$ cat src/rtl/core/ntmcs_pkg.sv
// ----------------------------------------------------------------------------
// ntmcs_pkg
// Types and constants shared by the neighbour table cells and the top level.
// ----------------------------------------------------------------------------
package ntmcs_pkg;

   localparam int unsigned TABLE_DEPTH_DEFAULT = 16;
   localparam int unsigned ADDR_W  = 16;
   localparam int unsigned COST_W  = 8;
   localparam int unsigned COUNT_W = 5;

   typedef enum logic [1:0] {
      STATUS_ADDED     = 2'd0,
      STATUS_DUPLICATE = 2'd1,
      STATUS_FULL      = 2'd2
   } status_type;

   typedef struct packed {
      logic [ADDR_W-1:0] neighbor_address;
      logic [COST_W-1:0] gateway_cost;
   } req_type;

   typedef struct packed {
      status_type         status;
      logic [ADDR_W-1:0]  next_hop_address;
      logic [COUNT_W-1:0] entry_count;
   } rsp_type;

   // offer travelling along the cell row
   typedef struct packed {
      logic              valid;
      logic [ADDR_W-1:0] addr;
      logic [COST_W-1:0] cost;
      logic              dup;
      logic              placed;
      logic              has_min;
      logic [COST_W-1:0] min_cost;
      logic [ADDR_W-1:0] min_addr;
   } token_type;

endpackage

$ cat src/rtl/core/ntmcs_cell.sv
// ----------------------------------------------------------------------------
// ntmcs_cell
// One table entry. Checks the passing offer for a duplicate address, takes it
// into the first empty entry and folds its own cost into the running minimum.
// ----------------------------------------------------------------------------
module ntmcs_cell (
   input  logic                 clock,
   input  logic                 reset,
   input  ntmcs_pkg::token_type tok_in,
   output ntmcs_pkg::token_type tok_out
);
   import ntmcs_pkg::*;

   logic              valid_ff, valid_in;
   logic [ADDR_W-1:0] addr_ff, addr_in;
   logic [COST_W-1:0] cost_ff, cost_in;
   token_type         tok_ff, tok_in_next;

   always_comb begin
      tok_in_next = tok_in;
      valid_in    = valid_ff;
      addr_in     = addr_ff;
      cost_in     = cost_ff;
      if (tok_in.valid) begin
         if (valid_ff) begin
            if (addr_ff == tok_in.addr) begin
               tok_in_next.dup = 1'b1;
            end
            if (!tok_in.has_min || (cost_ff < tok_in.min_cost)) begin
               tok_in_next.has_min  = 1'b1;
               tok_in_next.min_cost = cost_ff;
               tok_in_next.min_addr = addr_ff;
            end
         end else if (!tok_in.dup && !tok_in.placed) begin
            valid_in           = 1'b1;
            addr_in            = tok_in.addr;
            cost_in            = tok_in.cost;
            tok_in_next.placed = 1'b1;
            if (!tok_in.has_min || (tok_in.cost < tok_in.min_cost)) begin
               tok_in_next.has_min  = 1'b1;
               tok_in_next.min_cost = tok_in.cost;
               tok_in_next.min_addr = tok_in.addr;
            end
         end
      end
   end

   always_ff @(posedge clock) begin
      addr_ff <= addr_in;
      cost_ff <= cost_in;
      if (reset) begin
         valid_ff <= 1'b0;
         tok_ff   <= '0;
      end else begin
         valid_ff <= valid_in;
         tok_ff   <= tok_in_next;
      end
   end

   assign tok_out = tok_ff;

endmodule

$ cat src/rtl/core/neighbor_table_min_cost_select.sv
// ----------------------------------------------------------------------------
// neighbor_table_min_cost_select
// Neighbour table with lowest-cost next-hop selection.
//
// Each req word offers a neighbour address and its cost to the gateway. The
// offer walks the row of TABLE_DEPTH cells, one cell per cycle: every cell
// checks it against its stored address, the first empty cell takes it, and
// the lowest cost seen so far (earlier entry on a tie) rides along.
// One rsp word comes back per req word: status, next-hop address and count.
// The result is registered in the rsp register, or in the hold register while
// the output stalls; a new word is taken only once the offer has left the row.
// req_stall is high while an offer is in the row or a result waits in the
// hold register; a result still waiting in the rsp register does not block
// the next word. A stalled rsp word holds.
// Synchronous reset empties the table, clears the count and sets the next
// hop to zero; there is no clearing pass.
// ----------------------------------------------------------------------------
module neighbor_table_min_cost_select #(
   parameter int unsigned TABLE_DEPTH = ntmcs_pkg::TABLE_DEPTH_DEFAULT
) (
   input  logic               clock,
   input  logic               reset,
   input  logic               req_valid,
   output logic               req_stall,
   input  ntmcs_pkg::req_type req_data,
   output logic               rsp_valid,
   input  logic               rsp_stall,
   output ntmcs_pkg::rsp_type rsp_data
);
   import ntmcs_pkg::*;

   localparam int unsigned CNT_W = $clog2(TABLE_DEPTH + 1);

   token_type         tok [TABLE_DEPTH+1];
   logic              req_fire;
   logic              out_free;
   logic              inflight_ff, inflight_in;
   logic              hold_valid_ff, hold_valid_in;
   rsp_type           hold_ff, hold_in;
   logic              rsp_valid_ff, rsp_valid_in;
   rsp_type           rsp_ff, rsp_in;
   logic [CNT_W-1:0]  count_ff, count_in;
   logic [ADDR_W-1:0] best_ff, best_in;
   rsp_type           result;
   logic [CNT_W+COUNT_W-1:0] count_wide;

   assign req_stall = inflight_ff || hold_valid_ff;
   assign req_fire  = req_valid && !req_stall;
   assign out_free  = !rsp_valid_ff || !rsp_stall;

   always_comb begin
      tok[0]          = '0;
      tok[0].valid    = req_fire;
      tok[0].addr     = req_data.neighbor_address;
      tok[0].cost     = req_data.gateway_cost;
   end

   for (genvar i = 0; i < TABLE_DEPTH; i++) begin : g_cell
      ntmcs_cell u_cell (
         .clock   (clock),
         .reset   (reset),
         .tok_in  (tok[i]),
         .tok_out (tok[i+1])
      );
   end

   always_comb begin
      count_in = count_ff;
      best_in  = best_ff;
      if (tok[TABLE_DEPTH].valid && tok[TABLE_DEPTH].placed) begin
         count_in = count_ff + CNT_W'(1);
         best_in  = tok[TABLE_DEPTH].min_addr;
      end
      count_wide = {{COUNT_W{1'b0}}, count_in};
      if (tok[TABLE_DEPTH].dup) begin
         result.status = STATUS_DUPLICATE;
      end else if (tok[TABLE_DEPTH].placed) begin
         result.status = STATUS_ADDED;
      end else begin
         result.status = STATUS_FULL;
      end
      result.next_hop_address = best_in;
      result.entry_count      = count_wide[COUNT_W-1:0];
   end

   always_comb begin
      inflight_in   = inflight_ff;
      hold_valid_in = hold_valid_ff;
      hold_in       = hold_ff;
      rsp_valid_in  = rsp_valid_ff;
      rsp_in        = rsp_ff;
      if (req_fire) begin
         inflight_in = 1'b1;
      end
      if (rsp_valid_ff && !rsp_stall) begin
         rsp_valid_in = 1'b0;
      end
      if (tok[TABLE_DEPTH].valid) begin
         inflight_in = 1'b0;
         if (out_free) begin
            rsp_valid_in = 1'b1;
            rsp_in       = result;
         end else begin
            hold_valid_in = 1'b1;
            hold_in       = result;
         end
      end else if (hold_valid_ff && out_free) begin
         hold_valid_in = 1'b0;
         rsp_valid_in  = 1'b1;
         rsp_in        = hold_ff;
      end
   end

   always_ff @(posedge clock) begin
      hold_ff <= hold_in;
      rsp_ff  <= rsp_in;
      if (reset) begin
         inflight_ff   <= 1'b0;
         hold_valid_ff <= 1'b0;
         rsp_valid_ff  <= 1'b0;
         count_ff      <= '0;
         best_ff       <= '0;
      end else begin
         inflight_ff   <= inflight_in;
         hold_valid_ff <= hold_valid_in;
         rsp_valid_ff  <= rsp_valid_in;
         count_ff      <= count_in;
         best_ff       <= best_in;
      end
   end

   assign rsp_valid = rsp_valid_ff;
   assign rsp_data  = rsp_ff;

endmodule
$ cat config.mk
export PLATFORM = sky130hd
export DESIGN_NAME = neighbor_table_min_cost_select
export DESIGN_NICKNAME = d
export VERILOG_FILES = /design/src/rtl/core/ntmcs_pkg.sv /design/src/rtl/core/ntmcs_cell.sv /design/src/rtl/core/neighbor_table_min_cost_select.sv
export SDC_FILE = /design/constraint.sdc
export NUM_CORES = 2
export LEC_CHECK = 0
export ABC_AREA = 1
export BUFFER_PORTS_ARGS = -buffer_cell sky130_fd_sc_hd__buf_2
export CORE_MARGIN = 5
export CORE_UTILIZATION = 30
export DETAILED_ROUTE_END_ITERATION = 8
export PLACE_DENSITY = 0.43
export SLEW_MARGIN = 30
export SYNTH_ARGS = -nofsm -noshare
export SYNTH_HDL_FRONTEND = slang
export SYNTH_SLANG_ARGS = --single-unit
export TNS_END_PERCENT = 50
$ cat constraint.sdc
create_clock -name clock -period 3.1 [get_ports clock]
set_input_delay 0.155 -clock clock [delete_from_list [all_inputs] [get_ports clock]]
set_output_delay 0.155 -clock clock [all_outputs]
set_load 0.01 [all_outputs]
# Word-level counts from Yosys, hierarchy flattened
# Index checks and enable logic that the tools add are counted.
# classes
addsub	1
order_cmp	30
eq_ne	18
muxes	167
bitwise	18
reduce_logical	122
# op_table
operator	n
$mux 25	45
$mux 27	15
$mux 26	15
$eq 16x16->1	16
$lt 8x8->1	30
$mux 1	84
$mux 23	3
$logic_not 1->1	48
$reduce_and 3->1	15
$logic_or 1x1->1	32
$mux 24	1
$logic_and 1x1->1	19
$not 1->1	18
$mux 16	1
$reduce_and 2->1	4
$add 5x1->5 const B	1
$mux 5	1
$mux 2	2
$ne 2x2->1 const B	2
$reduce_or 2->1	2
$reduce_or 3->1	1
$reduce_bool 2->1	1
# word_totals
reg_bits	1269
in_bits	28
out_inout_bits	25
word_cells	539

# Longest topological paths before layout
# depth
depth_word	6
depth_mapped	16
mapped_depth_nobuf	15

# By module
# A second synthesis with hierarchy kept.
# hier_totals
hier_cells	9298
area_unflattened_um2	67588.6
# by_module_without_submodules
mod	n_inst	cells_per_inst	area_each_um2	seq_area_each_um2
ntmcs_cell at g_cell[1].u_cell ...	9	564	4066.4	1781.7
ntmcs_cell at g_cell[0].u_cell ...	7	566	4025.1	1781.7
neighbor_table_min_cost_select	1	260	2815.2	1861.8

# Worst setup path before layout
# No wires, ideal clock.
# synth_timing
kind	reg-to-reg
startpoint	register g_cell[14].u_cell.tok_ff (netlist bit g_cell[14].u_cell.tok_out[26])
endpoint	register g_cell[15].u_cell.addr_ff[0] (enable)
setup_time_ps	405
arrival_time_ps	2105
required_ps	2695
setup_slack_ps	590
stages_incl_launch_ff	5
path_buffers	1
synth_period_minus_slack_ps	2510
path_cell_list	dfxtp_1 nor2_1 clkbuf_1 nand2_1 nor2_1
# synth_via
elab_chain_len	3
# synth_rtl
element	line	source
start, declared	ntmcs_cell.sv:17	token_type tok_ff, tok_in_next;
start signal, assigned	ntmcs_cell.sv:56	tok_ff <= tok_in_next;
$logic_not 1->1	ntmcs_cell.sv:34	end else if (!tok_in.dup && !tok_in.placed) begin
$logic_and 1x1->1	ntmcs_cell.sv:34	
$reduce_and 3->1 (no source line)	--	
end signal, assigned	ntmcs_cell.sv:49	addr_ff <= addr_in;
end, declared	ntmcs_cell.sv:15	logic [ADDR_W-1:0] addr_ff, addr_in;
# Every way passes these cells.
# A chain may end at the register's enable or synchronous reset.

# Worst setup path after layout
# layout_timing
startpoint	register g_cell[6].u_cell.tok_ff (netlist bit g_cell[6].u_cell.tok_out[19])
endpoint	register g_cell[7].u_cell.tok_ff (netlist bit g_cell[7].u_cell.tok_out[19])
# layout_via
elab_chain_len	6
word_cells_on_any_way	9
cone_classes	order compare (2); mux (5); reduce/logical (2)
# layout_rtl
element	line	source
start, declared	ntmcs_cell.sv:17	
start signal, assigned	ntmcs_cell.sv:56	
$lt 8x8->1	ntmcs_cell.sv:39	if (!tok_in.has_min || (tok_in.cost < tok_in.min_cost)) begin
$logic_or 1x1->1	ntmcs_cell.sv:39	
$mux 25	ntmcs_cell.sv:39	
$mux 26	ntmcs_cell.sv:34	
$mux 25	ntmcs_cell.sv:25	if (valid_ff) begin
$mux 27 (*)	ntmcs_cell.sv:24	if (tok_in.valid) begin
end signal, assigned	ntmcs_cell.sv:56	
end, declared	ntmcs_cell.sv:17	
# Every way passes the cells marked *; elsewhere a longest branch is shown, timed or not.

==> results.cfg <==
[status]
status = complete, no violations

[place]
place_inst = 11000
io_buffers = 52
gp_congestion = 0.828
pre_cts_ws_ns = 0.411
place_hpwl_um = 151000

[hold_path]
hold_path_depth = 2
worst_hold_path.endpoint = g_cell[0].u_cell.cost_ff[5]
holdCritStartpoint = req_data[5]
hold_path_class = in -> reg

[detailed_routing]
num_vias = 53700
routed_via_density = 4.74
route.detailed.drc = 0
first_pass_iters = 7
drt_iter0_markers = 3514
ant_nets = 0
wirelength_um = 210000
wl_per_cell_um = 18.5

[logic_synthesis]
synth_edf_count = 430
yosys.area_share.xor_xnor_pct = 1.69
synth_top_family_by_area = simple AND/OR/NAND/NOR gates
syn_area_per_cell_um2 = 7.49
syn-num-nets = 8693
synth_simple_gate_area_share_pct = 29.0
yosysWarnings = 0
synthAdderAreaFrac_pct = 4.17
netlist_area_mm2 = 0.0634
async_flop_share_pct = 0
ys_ff_latch = 1269
synthMuxAreaShare_pct = 0
synth_cell_types = 37
synth-compound-area-share_pct = 8.30
synth_ff_type = dfxtp_1
syn_inst = 8454
yosysSeqAreaShare_pct = 46.9

[worst_setup_path]
slowest_delay_ns = 0.56
worstReg2RegEnd = g_cell[7].u_cell.tok_out[19]
r2r_cells = 15
r2r_start = g_cell[6].u_cell.tok_out[19]
r2r_slack_ns = 0.41
crit_top_cell = nand2_1
endpoint_kind = flop
cp.required_ns = 3.76
crit_type = reg -> reg
cp_slowest_cell = dfxtp_1
arrival_ns = 3.35
worst-path-max-fanout = 32
start_kind = flop
crit_chain = inv_1 -> ha_1 -> nand2_1 -> inv_1 -> nand2_1 -> nand2_1 -> nand2_1 -> nand2_1 -> nand2_2 -> buf_12 -> a21oi_1 -> nor2_1 -> nor2_1 -> nor2_1 -> buf_4

[finish]
seqCellArea_mm2 = 0.0297
multi_input_area_mm2 = 0.0274
area_growth_pct = 13.6
drive_gt1_share_pct = 7.55
layout.nets = 8640
instances_no_fill = 11300
nFillCells = 22400

[clocking]
ctsHtreeMaxLevel = 4
clkSinkCount = 1269
clockRootBuffer = clkbuf_16
clkTransAtPathRegs_ns = 0.06
postCtsSetupBuffers = 0
cts_tree = done
holdBufCountCts = 27
numCtsBuffers = 148
cts_buffer_depth = 3
cts-resized-gates = 0
clock_latency_ns = 0.78

[sta]
setup_viol = 0
hold_slack_ns = 0.0942
tightest_slew_ns = 1.01
timing.fmax_mhz = 372
grt_setup_unrepaired = no
maxSlewViolCount = 0
fin_skew_ns = 0.0264
post-route-min-period_ns = 2.69
final_hold_viol_count = 0
fin_tns_setup_ns = 0
max_slew_margin_pct = 32.7
setup_slack_ns = 0.411
fin_crit_sh_pct = 86.7

[die]
die_w_um = 470
row_count = 168
io_pins = 53
dieHeight_um = 470
core_region_area_mm2 = 0.210
initial_core_util_pct = 30.2
die_area_mm2 = 0.220

[grt]
grt_antenna_before_repair = 7
grt-ovfl-total = 0
grt_pass1_wl_um = 320000
grt_pass1_vias = 52500
grt_use_total_pct = 18.4
grt_max_degree = 137

[power_and_ir_drop]
worst_ir_drop_vdd_uv = 491
power_density_mw_per_mm2 = 520
p_total_mw = 37.5
power.leakage_nw = 31.2

[flow_run]
drv_cap = 0
routing by layer:
layer  vias up  part of all wire [%]  global-route usage, %
met5         -                     0                      0
met4         0                   4.5                   7.73
met3       303                   3.6                   2.13
met2      1135                    51                   33.7
met1     25400                    41                   21.7
li1      26900                     -                      -
registers in the layout, summed over array words and instances, names as in the netlist:
| name | count |
|---|---|
| g_cell.u_cell.tok_out | 799 |
| best_ff | 16 |
| hold_ff | 23 |
| g_cell.u_cell.addr_ff | 256 |
| rsp_data | 23 |
| g_cell.u_cell.cost_ff | 128 |
| count_ff | 5 |
| hold_valid_ff | 1 |
| rsp_valid | 1 |
| inflight_ff | 1 |
| g_cell.u_cell.valid_ff | 16 |
synth_stat cells (all sizes together), types with 63 or more instances:
master / n / share of area, %
nand2: 1808 / 11
nor2: 1396 / 8.3
inv: 1061 / 6.3
nand3: 865 / 6.8
dfxtp: 839 / 27
a21oi: 546 / 4.5
edfxtp: 430 / 20
o21ai: 328 / 2.6
clkbuf: 263 / 1.6
ha: 211 / 4.2
buf: 202 / 2.1
nand3b: 181 / 2.1
xor2: 63 / 0.87
worst max path at each step:
| stage | depth (start not counted) | end | from |
|---|---|---|---|
| 5_1_grt | 15 | g_cell[7].u_cell.tok_out[19] | g_cell[6].u_cell.tok_out[19] |
| 6_report | 15 | g_cell[7].u_cell.tok_out[19] | g_cell[6].u_cell.tok_out[19] |
| 2_1_floorplan | 4 | g_cell[15].u_cell.addr_ff[0] | g_cell[14].u_cell.tok_out[26] |
| 3_3_place_gp | 15 | g_cell[7].u_cell.tok_out[19] | g_cell[6].u_cell.tok_out[19] |
| 3_5_place_dp | 15 | g_cell[7].u_cell.tok_out[19] | g_cell[6].u_cell.tok_out[19] |
| 4_1_cts | 15 | g_cell[7].u_cell.tok_out[19] | g_cell[6].u_cell.tok_out[19] |
power by group:
| part | switching, mW | internal [mW] |
|---|---|---|
| combinational | 1.18 | 0.603 |
| sequential | 0.216 | 17.3 |
| clock | 7.55 | 10.6 |
logic make-up (layout without fill, tap and decap cells):
logic type,Yosys count,in the layout
XOR/XNOR,122,122
adder cells (fa/ha/maj),211,211
flip-flops,1269,1269
AND/OR/NAND/NOR,4333,4333
buffers and inverters,1537,1610
other,0,9
AO/OA/AOI/OAI,982,982
final cells by class:
class,instances,share of cell area [%]
Sequential cell,1269,41.3
Multi-Input combinational cell,5648,38.1
Clock buffer,205,6.07
Inverter,1072,5.60
Tap cell,2805,4.87
Timing Repair Buffer,262,3.02
Clock inverter,71,1.04
Antenna cell,9,0.0313
critical path: cells and delay by family, from the launching register on:
kind                       cells  cell delay, ns
AOI/OAI and AO/OA              1            0.13
and+or+nand+nor                9            0.86
buffers and inverters          4            0.67
adders and majority gates      1            0.34
DFF                            1            0.56
cells in the final DEF (no fill, tap or decap), types with 44 or more instances in the layout:
master,count
dfxtp_1,838
nor2_1,1364
o22ai_1,50
xnor2_1,59
nand3_1,865
edfxtp_1,430
o21ai_0,289
clkbuf_16,157
buf_2,51
buf_4,162
ha_1,211
nand3b_1,181
nand2_2,44
a21oi_1,516
nand2_1,1761
inv_1,1034
xor2_1,63
metrics by stage:
stage / area, um^2 / utilization, %
finish: 72000 / 34.3
global route: 72000 / 34.3
CTS: 72000 / 34.3
detailed placement: 66600 / 31.7
global placement: 66600 / 31.7
floorplan: 63400 / -
No activity file was read; power rests on OpenSTA's default activity.
